**src/rtl/assert_macros.svh**
```systemverilog
// ----------------------------------------------------------------------------
// Assertion macros
// Concurrent assertion wrappers on clk / rst_n; empty under synthesis.
// ----------------------------------------------------------------------------
`ifndef ASSERT_MACROS_SVH
`define ASSERT_MACROS_SVH

`ifndef SYNTHESIS

// check only while out of reset
`define VUC_ASSERT(lbl, prop, msg) \
  lbl: assert property (@(posedge clk) disable iff (!rst_n) (prop)) else $error(msg);

// check at every edge, reset included
`define VUC_ASSERT_ALWAYS(lbl, prop, msg) \
  lbl: assert property (@(posedge clk) (prop)) else $error(msg);

`else

`define VUC_ASSERT(lbl, prop, msg)
`define VUC_ASSERT_ALWAYS(lbl, prop, msg)

`endif

`endif

```
**src/rtl/vuc_pkg.sv**
```systemverilog
// ----------------------------------------------------------------------------
// vuc_pkg
// Types and codes of the utterance capture state machine.
// ----------------------------------------------------------------------------
`timescale 1ns / 1ps

package vuc_pkg;

  localparam int unsigned MAX_FRAMES_DEF = 1024;

  // phase codes
  localparam logic [2:0] PH_WARMUP     = 3'd0;
  localparam logic [2:0] PH_SETUP      = 3'd1;
  localparam logic [2:0] PH_SILENCE    = 3'd2;
  localparam logic [2:0] PH_PREDETECT  = 3'd3;
  localparam logic [2:0] PH_SPEECH     = 3'd4;
  localparam logic [2:0] PH_POSTDETECT = 3'd5;
  localparam logic [2:0] PH_DETECTED   = 3'd6;
  localparam logic [2:0] PH_UNUSED     = 3'd7;

  // status codes
  localparam logic [1:0] ST_LISTEN      = 2'd0;
  localparam logic [1:0] ST_DETECTED    = 2'd1;
  localparam logic [1:0] ST_FULL_SPEECH = 2'd2;
  localparam logic [1:0] ST_FULL_OTHER  = 2'd3;

  // buffer commands
  localparam logic [1:0] ACT_NONE  = 2'd0;
  localparam logic [1:0] ACT_STORE = 2'd1;
  localparam logic [1:0] ACT_SLIDE = 2'd2;

  // configuration register indexes
  localparam logic [2:0] CFG_WARMUP   = 3'd0;
  localparam logic [2:0] CFG_PREROLL  = 3'd1;
  localparam logic [2:0] CFG_DECISION = 3'd2;
  localparam logic [2:0] CFG_HANGOVER = 3'd3;
  localparam logic [2:0] CFG_CAPACITY = 3'd4;

  typedef struct packed {
    logic mode;
    logic is_speech;
  } vuc_in_t;

  typedef struct packed {
    logic [2:0]  vad_phase;
    logic [1:0]  status;
    logic [10:0] sound_frames;
    logic [1:0]  buffer_action;
    logic [9:0]  write_index;
    logic [10:0] slide_frames;
  } vuc_out_t;

endpackage

```
**src/rtl/vuc_stream_if.sv**
```systemverilog
// ----------------------------------------------------------------------------
// vuc_stream_if
// Valid/ready request channel with a typed payload.
// ----------------------------------------------------------------------------
`timescale 1ns / 1ps

interface vuc_stream_if #(
  parameter type payload_t = logic
) ();
  logic     valid;
  logic     ready;
  payload_t payload;

  modport source (output valid, output payload, input ready);
  modport sink (input valid, input payload, output ready);
endinterface

```
**src/rtl/vad_utterance_capture_fsm.sv**
```systemverilog
// ----------------------------------------------------------------------------
// vad_utterance_capture_fsm
// Utterance capture state machine driven by per-frame speech verdicts.
// ----------------------------------------------------------------------------
// Usage:
//   in_ch  : one request per audio frame, payload mode (1 = restart to warmup)
//            and is_speech (external classifier verdict).
//   out_ch : one result per request: phase, status, held frame count and the
//            buffer command (store at write_index, or drop slide_frames from
//            the front, then store).
//   cfg_*  : register writes; the user must see they are taken only while no
//            request is in flight, as the block itself has no check for it.
// Path: a request is captured in the input register, then evaluated against
//   the machine state into the result register, which drives out_ch.valid.
// Throughput: one request per cycle while out_ch takes its results; the input
//   register and the result register form a two-deep pipeline, and the state
//   update is a single pass of compare/increment logic.
// Reset: the machine returns to warmup with all counts cleared and the
//   registers take their defaults; both channels are empty.
// Stall: while out_ch is not taken the result holds, one more request waits
//   in the input register, then in_ch.ready drops.
// ----------------------------------------------------------------------------
`timescale 1ns / 1ps
`include "assert_macros.svh"

module vad_utterance_capture_fsm #(
  parameter int unsigned MAX_FRAMES = vuc_pkg::MAX_FRAMES_DEF
) (
  input  logic        clk,
  input  logic        rst_n,
  vuc_stream_if.sink   in_ch,
  vuc_stream_if.source out_ch,
  input  logic        cfg_we,
  input  logic [2:0]  cfg_index,
  input  logic [15:0] cfg_wdata
);

  localparam logic [10:0] CapClamp = (MAX_FRAMES > 2047) ? 11'd2047 : 11'(MAX_FRAMES);

  logic [15:0] warmup_r, preroll_r, decision_r, hangover_r;
  logic [10:0] capacity_r;

  logic              s1_valid_r;
  vuc_pkg::vuc_in_t  s1_data_r;
  logic              out_valid_r;
  vuc_pkg::vuc_out_t out_data_r;
  logic              s1_advance;
  logic              s1_fire;

  logic [2:0]  phase_r, phase_nxt;
  logic [15:0] pc_r, pc_nxt;
  logic [10:0] cnt_r, cnt_nxt;
  logic        pre_r, pre_nxt;

  vuc_pkg::vuc_out_t res;
  logic [10:0] cap_lim;
  logic [15:0] pc_inc;
  logic        speech;
  logic [11:0] shift;
  logic [11:0] widx_w;

  assign s1_advance     = !out_valid_r || out_ch.ready;
  assign s1_fire        = s1_valid_r && s1_advance;
  assign in_ch.ready    = !s1_valid_r || s1_advance;
  assign out_ch.valid   = out_valid_r;
  assign out_ch.payload = out_data_r;
  assign cap_lim        = (capacity_r > CapClamp) ? CapClamp : capacity_r;

  always_ff @(posedge clk) begin
    if (!rst_n) begin
      warmup_r   <= 16'd10;
      preroll_r  <= 16'd10;
      decision_r <= 16'd5;
      hangover_r <= 16'd30;
      capacity_r <= 11'd1024;
    end else if (cfg_we) begin
      case (cfg_index)
        vuc_pkg::CFG_WARMUP:   warmup_r   <= cfg_wdata;
        vuc_pkg::CFG_PREROLL:  preroll_r  <= cfg_wdata;
        vuc_pkg::CFG_DECISION: decision_r <= cfg_wdata;
        vuc_pkg::CFG_HANGOVER: hangover_r <= cfg_wdata;
        vuc_pkg::CFG_CAPACITY: capacity_r <= cfg_wdata[10:0];
        default: ;
      endcase
    end
  end

  always_comb begin
    phase_nxt = phase_r;
    pc_nxt    = pc_r;
    cnt_nxt   = cnt_r;
    pre_nxt   = pre_r;
    res       = '0;
    shift     = '0;
    widx_w    = '0;
    pc_inc    = (pc_r != 16'hFFFF) ? pc_r + 16'd1 : pc_r;
    speech    = pre_r & s1_data_r.is_speech;
    if (s1_data_r.mode) begin
      phase_nxt  = vuc_pkg::PH_WARMUP;
      pc_nxt     = '0;
      cnt_nxt    = '0;
      pre_nxt    = 1'b0;
      res.status = vuc_pkg::ST_LISTEN;
    end else if (phase_r == vuc_pkg::PH_DETECTED) begin
      res.status = vuc_pkg::ST_DETECTED;
    end else if ({1'b0, cap_lim} < {1'b0, cnt_r} + 12'd1) begin
      res.status = (phase_r inside {[vuc_pkg::PH_SPEECH:vuc_pkg::PH_UNUSED]}) ?
                   vuc_pkg::ST_FULL_SPEECH : vuc_pkg::ST_FULL_OTHER;
    end else begin
      pc_nxt = pc_inc;
      case (phase_r)
        vuc_pkg::PH_WARMUP: begin
          if (pc_inc >= warmup_r) begin
            pc_nxt    = '0;
            phase_nxt = vuc_pkg::PH_SETUP;
          end
        end
        vuc_pkg::PH_SETUP: begin
          pc_nxt    = '0;
          phase_nxt = vuc_pkg::PH_SILENCE;
        end
        vuc_pkg::PH_SILENCE: begin
          if (!pre_r) begin
            cnt_nxt = cnt_r + 11'd1;
            if (pc_inc >= preroll_r) pre_nxt = 1'b1;
          end else if (speech) begin
            pc_nxt    = '0;
            cnt_nxt   = cnt_r + 11'd1;
            phase_nxt = vuc_pkg::PH_PREDETECT;
          end
        end
        vuc_pkg::PH_PREDETECT: begin
          if (speech) begin
            cnt_nxt = cnt_r + 11'd1;
            if (pc_inc >= decision_r) begin
              pc_nxt    = '0;
              phase_nxt = vuc_pkg::PH_SPEECH;
            end
          end else begin
            cnt_nxt   = ({5'd0, cnt_r} > pc_inc) ? cnt_r - pc_inc[10:0] : '0;
            pc_nxt    = '0;
            phase_nxt = vuc_pkg::PH_SILENCE;
          end
        end
        vuc_pkg::PH_SPEECH: begin
          cnt_nxt = cnt_r + 11'd1;
          if (!speech) begin
            pc_nxt    = '0;
            phase_nxt = vuc_pkg::PH_POSTDETECT;
          end
        end
        vuc_pkg::PH_POSTDETECT: begin
          cnt_nxt = cnt_r + 11'd1;
          if (speech) begin
            pc_nxt    = '0;
            phase_nxt = vuc_pkg::PH_SPEECH;
          end else if (pc_inc >= hangover_r) begin
            pc_nxt    = '0;
            phase_nxt = vuc_pkg::PH_DETECTED;
          end
        end
        vuc_pkg::PH_DETECTED: ;
        default: begin
          pc_nxt    = '0;
          cnt_nxt   = '0;
          phase_nxt = vuc_pkg::PH_WARMUP;
        end
      endcase
      if ({1'b0, cnt_r} + 12'd1 == {1'b0, cnt_nxt}) begin
        res.buffer_action = vuc_pkg::ACT_STORE;
        res.write_index   = cnt_r[9:0];
      end else if (phase_nxt == vuc_pkg::PH_SILENCE && cnt_r >= cnt_nxt) begin
        shift = {1'b0, cnt_r} - {1'b0, cnt_nxt} + 12'd1;
        if ({1'b0, cnt_r} > shift) begin
          widx_w            = {1'b0, cnt_r} - shift;
          res.buffer_action = vuc_pkg::ACT_SLIDE;
          res.slide_frames  = shift[10:0];
          res.write_index   = widx_w[9:0];
        end
      end
      res.status = (phase_nxt == vuc_pkg::PH_DETECTED) ?
                   vuc_pkg::ST_DETECTED : vuc_pkg::ST_LISTEN;
    end
    res.vad_phase    = phase_nxt;
    res.sound_frames = cnt_nxt;
  end

  always_ff @(posedge clk) begin
    if (!rst_n) begin
      s1_valid_r  <= 1'b0;
      out_valid_r <= 1'b0;
      phase_r     <= vuc_pkg::PH_WARMUP;
      pc_r        <= '0;
      cnt_r       <= '0;
      pre_r       <= 1'b0;
    end else begin
      if (in_ch.ready) s1_valid_r <= in_ch.valid;
      if (s1_advance) out_valid_r <= s1_valid_r;
      if (s1_fire) begin
        phase_r <= phase_nxt;
        pc_r    <= pc_nxt;
        cnt_r   <= cnt_nxt;
        pre_r   <= pre_nxt;
      end
    end
  end

  always_ff @(posedge clk) begin
    if (in_ch.ready && in_ch.valid) s1_data_r <= in_ch.payload;
    if (s1_fire) out_data_r <= res;
  end

  `VUC_ASSERT(a_phase_used, phase_r != vuc_pkg::PH_UNUSED, "unused phase code reached")
  `VUC_ASSERT(a_slide_in_silence, out_valid_r && out_data_r.buffer_action == vuc_pkg::ACT_SLIDE |-> out_data_r.vad_phase == vuc_pkg::PH_SILENCE, "slide outside silence")
  `VUC_ASSERT(a_full_no_action, out_valid_r && (out_data_r.status == vuc_pkg::ST_FULL_SPEECH || out_data_r.status == vuc_pkg::ST_FULL_OTHER) |-> out_data_r.buffer_action == vuc_pkg::ACT_NONE, "buffer command while full")
  `VUC_ASSERT(a_preroll_clear, $fell(pre_r) |-> $past(s1_fire && s1_data_r.mode), "pre-roll cleared without restart")

endmodule

```
**src/flat_wrapper.sv**
```systemverilog
// flat-port wrapper written by rule: the top's interface ports become plain ports
module vad_utterance_capture_fsm_flat 
#(
  parameter int unsigned MAX_FRAMES = vuc_pkg::MAX_FRAMES_DEF
)
  (clk, rst_n, cfg_we, cfg_index, cfg_wdata, in_ch_valid, in_ch_payload, in_ch_ready, out_ch_valid, out_ch_payload, out_ch_ready);
  vuc_stream_if #(.payload_t(vuc_pkg::vuc_in_t)) in_ch_i ();
  vuc_stream_if #(.payload_t(vuc_pkg::vuc_out_t)) out_ch_i ();
  input  logic clk;
  input  logic rst_n;
  input  logic cfg_we;
  input  logic [2:0] cfg_index;
  input  logic [15:0] cfg_wdata;
  input wire logic [$bits(in_ch_i.valid)-1:0] in_ch_valid;
  input wire logic [$bits(in_ch_i.payload)-1:0] in_ch_payload;
  output wire logic [$bits(in_ch_i.ready)-1:0] in_ch_ready;
  output wire logic [$bits(out_ch_i.valid)-1:0] out_ch_valid;
  output wire logic [$bits(out_ch_i.payload)-1:0] out_ch_payload;
  input wire logic [$bits(out_ch_i.ready)-1:0] out_ch_ready;
  assign in_ch_i.valid = in_ch_valid;
  assign in_ch_i.payload = in_ch_payload;
  assign in_ch_ready = in_ch_i.ready;
  assign out_ch_valid = out_ch_i.valid;
  assign out_ch_payload = out_ch_i.payload;
  assign out_ch_i.ready = out_ch_ready;
  vad_utterance_capture_fsm #(.MAX_FRAMES(MAX_FRAMES)) u_core (.clk(clk), .rst_n(rst_n), .in_ch(in_ch_i), .out_ch(out_ch_i), .cfg_we(cfg_we), .cfg_index(cfg_index), .cfg_wdata(cfg_wdata));
endmodule
```
**config.mk**
```make
export PLATFORM = sky130hd
export DESIGN_NAME = vad_utterance_capture_fsm_flat
export DESIGN_NICKNAME = d
export VERILOG_FILES = /design/src/rtl/vuc_pkg.sv /design/src/rtl/vuc_stream_if.sv /design/src/rtl/vad_utterance_capture_fsm.sv /design/src/flat_wrapper.sv
export VERILOG_INCLUDE_DIRS = /design/src /design/src/rtl
export SDC_FILE = /design/constraint.sdc
export NUM_CORES = 1
export LEC_CHECK = 0
export ABC_CLOCK_PERIOD_IN_PS = 10300
export BUFFER_PORTS_ARGS = -buffer_cell sky130_fd_sc_hd__buf_2
export CAP_MARGIN = 20
export CELL_PAD_IN_SITES_DETAIL_PLACEMENT = 0
export CELL_PAD_IN_SITES_GLOBAL_PLACEMENT = 2
export CORE_MARGIN = 4
export CORE_UTILIZATION = 42
export CTS_BUF_LIST = sky130_fd_sc_hd__clkbuf_2 sky130_fd_sc_hd__clkbuf_4 sky130_fd_sc_hd__clkbuf_8
export CTS_CLUSTER_SIZE = 28
export DETAILED_ROUTE_END_ITERATION = 16
export PLACE_DENSITY_LB_ADDON = 0.1
export SYNTH_ARGS = -nofsm -noshare
export SYNTH_HDL_FRONTEND = slang
export SYNTH_SLANG_ARGS = --single-unit
```
**constraint.sdc**
```tcl
create_clock -name clk -period 10.3 [get_ports clk]
set_input_delay 2.575 -clock clk [delete_from_list [all_inputs] [get_ports clk]]
set_output_delay 2.575 -clock clk [all_outputs]
set_load 0.03 [all_outputs]
```
==> results.json <==
{
  "ir_worst_vdd_v": 0.0000593,
  "yosysMostFrequentCell": "nand2_1",
  "netlist_instances": 1322,
  "max_stage_delay_ns": 0.80,
  "max_clock_freq_ghz": 0.118,
  "worstPathRequired_ns": 10.48,
  "cap_violations": 0,
  "instances_no_fill": 1695,
  "period_needed_ns": 8.48,
  "max_slew.worst_pin.slew_ns": 1.02,
  "synth_commonest_cells": "nand2_1 (233), ha_1 (120), dfxtp_1 (108)",
  "finalSetupViolations": 0,
  "outcome": "finished clean",
  "drt_iter0_drc": 525,
  "cts_buffers": 17,
  "cp.buffers_inverters": 4,
  "path_delay_family": "simple AND/OR/NAND/NOR gates",
  "drtAntennaViolNets": 0,
  "layout-drive-gt1-share_pct": 10.3,
  "synth_seq_cells": 149,
  "netlist_area_sq_um": 10900,
  "pin_count": 67,
  "period_share_pct": 82.3,
  "viasPerCell": 5.47,
  "grt.overflow.total": 0,
  "cts-root-buf": "clkbuf_8",
  "synthSimpleGateAreaFrac_pct": 21.6,
  "gp_congestion": 0.904,
  "crit_fanout": 21,
  "cts.sink_count": 149,
  "cts_setup_buffers": 0,
  "fin_util_pct": 46.6,
  "cpMaxStageDelayCell": "nand2b_1",
  "postCtsHoldBufs": 0,
  "wirelength_mm": 31.4,
  "clock_skew_ns": 0.0193,
  "yosys.area_share.xor_xnor_pct": 3.13,
  "core_sq_um": 25300,
  "avgSynthCellArea_sq_um": 8.25,
  "rsz0062_at_grt": "no",
  "ys_top_cells_by_area": "dfxtp_1 (20%), ha_1 (14%), edfxtp_1 (11%)",
  "die_h_microns": 169,
  "antenna_found_initial": 0,
  "setup_slack_ns": 1.82,
  "power-per-cell-area_nw_per_um2": 101,
  "regArea_sq_um": 3390,
  "yosys_warnings": 0,
  "worstPathArrival_ns": 8.66,
  "row_count": 58,
  "clock_latency_ns": 0.47,
  "path_common_cell": "ha_1",
  "cts_buffer_depth": 2,
  "post_cts_resized": 0,
  "grt_use_total_pct": 22.2,
  "area_growth_pct": 8.28,
  "cts_max_level": 4,
  "nets": 1505,
  "hp-class": "flip-flop to flip-flop",
  "grt_pass1_wl_mm": 50.0,
  "critical_path_depth": 32,
  "final_max_slew_viol_count": 0,
  "synth_nets": 1475,
  "hold_depth": 2,
  "synth_fa_ha_area_share_pct": 15.2,
  "synth_top_family_by_area": "simple AND/OR/NAND/NOR gates",
  "power_mw": 1.19,
  "synthFlopType": "dfxtp_1",
  "hold_slack_ns": 0.462,
  "post-route-drc-count": 0,
  "finalHoldViolations": 0,
  "design_area_sq_um": 11800,
  "yosysSeqAreaShare_pct": 31.1,
  "path_clk_slew_ns": 0.09,
  "grt_max_degree": 75,
  "async_flop_share_pct": 0,
  "yosys.area.top_type": "dfxtp_1",
  "antenna_cells": 0,
  "port_buffers": 66,
  "r2r_cells": 32,
  "critPathKind": "flip-flop to flip-flop",
  "synth_top_area_share_pct": 19.8,
  "synth_mux_area_share_pct": 0.976,
  "synth_cell_types": 85,
  "initial_core_util_pct": 43.0,
  "dp_hpwl_mm": 23.7,
  "pre_cts_ws_ns": 1.88,
  "tns_ns": 0,
  "max-slew-margin-rel_pct": 31.9,
  "cp-start-kind": "flip-flop",
  "place_area_sq_um": 11400,
  "fillCellCount": 2603,
  "tritoncts": "done",
  "post_drt_wl_per_cell_microns": 18.5,
  "grt_pass1_vias": 8996,
  "first_pass_iters": 5,
  "dieArea_sq_um": 28600,
  "endpoint_kind": "flip-flop",
  "via_count": 9270,
  "die_w_microns": 169,
  "synth_edf_count": 41,
  "synth_compound_area_share_pct": 21.4,
  "dp_cells": 1662,
  "multiInputGateArea_sq_um": 6810,
  "leakagePower_nw": 4.85
}
==> where the power goes <==
group / internal [mW] / switching, mW / total [mW]
combinational: 0.0343 / 0.0753 / 0.110
clock: 0.185 / 0.279 / 0.464
sequential: 0.614 / 0.00584 / 0.620
==> worst min-delay path, stage by stage, from the launching register on <==
cell and delay, ns:
dfxtp_1 0.31, nand2_1 0.04, a21boi_0 0.06
==> path summary, 6_finish.rpt <==
kind	startpoint	end	slack [ns]
setup / recovery	u_core.pc_r[0]$_SDFFE_PN0P_	u_core.out_ch.payload[11]$_SDFFCE_PP0P_	1.82
hold / removal	u_core.capacity_r[1]$_SDFFE_PN0P_	u_core.capacity_r[1]$_SDFFE_PN0P_	0.46
setup reg to reg	u_core.pc_r[0]$_SDFFE_PN0P_	u_core.out_ch.payload[11]$_SDFFCE_PP0P_	1.82
hold reg to reg	u_core.capacity_r[1]$_SDFFE_PN0P_	u_core.capacity_r[1]$_SDFFE_PN0P_	0.46
==> area by class of cell <==
type	instances	share of cell area, %
inverter	108	3.43
sequential	149	28.8
multi-input combinational	1001	57.7
tap	330	3.50
clock buffer	18	2.10
timing repair buffer	75	3.37
clock inverter	14	1.17
==> per-layer routing <==
layer / up-vias / GRT usage, % / routed length [microns]
met4: 0 / 6.51 / 619
li1: 4704 / - / -
met3: 38 / 2.94 / 1120
met2: 163 / 37.9 / 15100
met1: 4365 / 29.4 / 14600
met5: - / 0 / 0
==> sequential cells by signal (all words and copies together), names as in the netlist <==
| name | count |
|---|---|
| u_core.s1_data_r | 2 |
| u_core.preroll_r | 16 |
| u_core.decision_r | 16 |
| u_core.warmup_r | 16 |
| u_core.cnt_r | 11 |
| u_core.capacity_r | 11 |
| u_core.phase_r | 3 |
| u_core.pc_r | 16 |
| u_core.s1_valid_r | 1 |
| u_core.out_ch.payload | 39 |
| u_core.hangover_r | 16 |
| u_core.out_ch.valid | 1 |
| u_core.pre_r | 1 |
==> logic make-up after synthesis <==
family	Yosys count
compound gates	339
xor+xnor	39
fa+ha+maj	129
buf+inv	172
flops	149
mux	10
simple gates	484
==> cell usage in the layout (no fill, tap or decap), types with 18 or more instances in the layout <==
cell | synthesis | routed
nor2_1 | 57 | 55
nand3_1 | 22 | 22
inv_1 | 106 | 106
nand2b_1 | 24 | 24
a21boi_0 | 69 | 69
xnor2_1 | 23 | 23
nor2b_1 | 31 | 31
buf_2 | 16 | 66
ha_1 | 120 | 120
nor3_1 | 22 | 22
a21o_1 | 33 | 33
nand2_1 | 233 | 233
a21oi_1 | 58 | 58
dfxtp_1 | 108 | 108
o21ai_0 | 54 | 54
nand4_1 | 23 | 23
clkbuf_8 | 0 | 18
and2_1 | 20 | 20
edfxtp_1 | 41 | 41
Note: power is estimated with default switching activity, not from simulation.
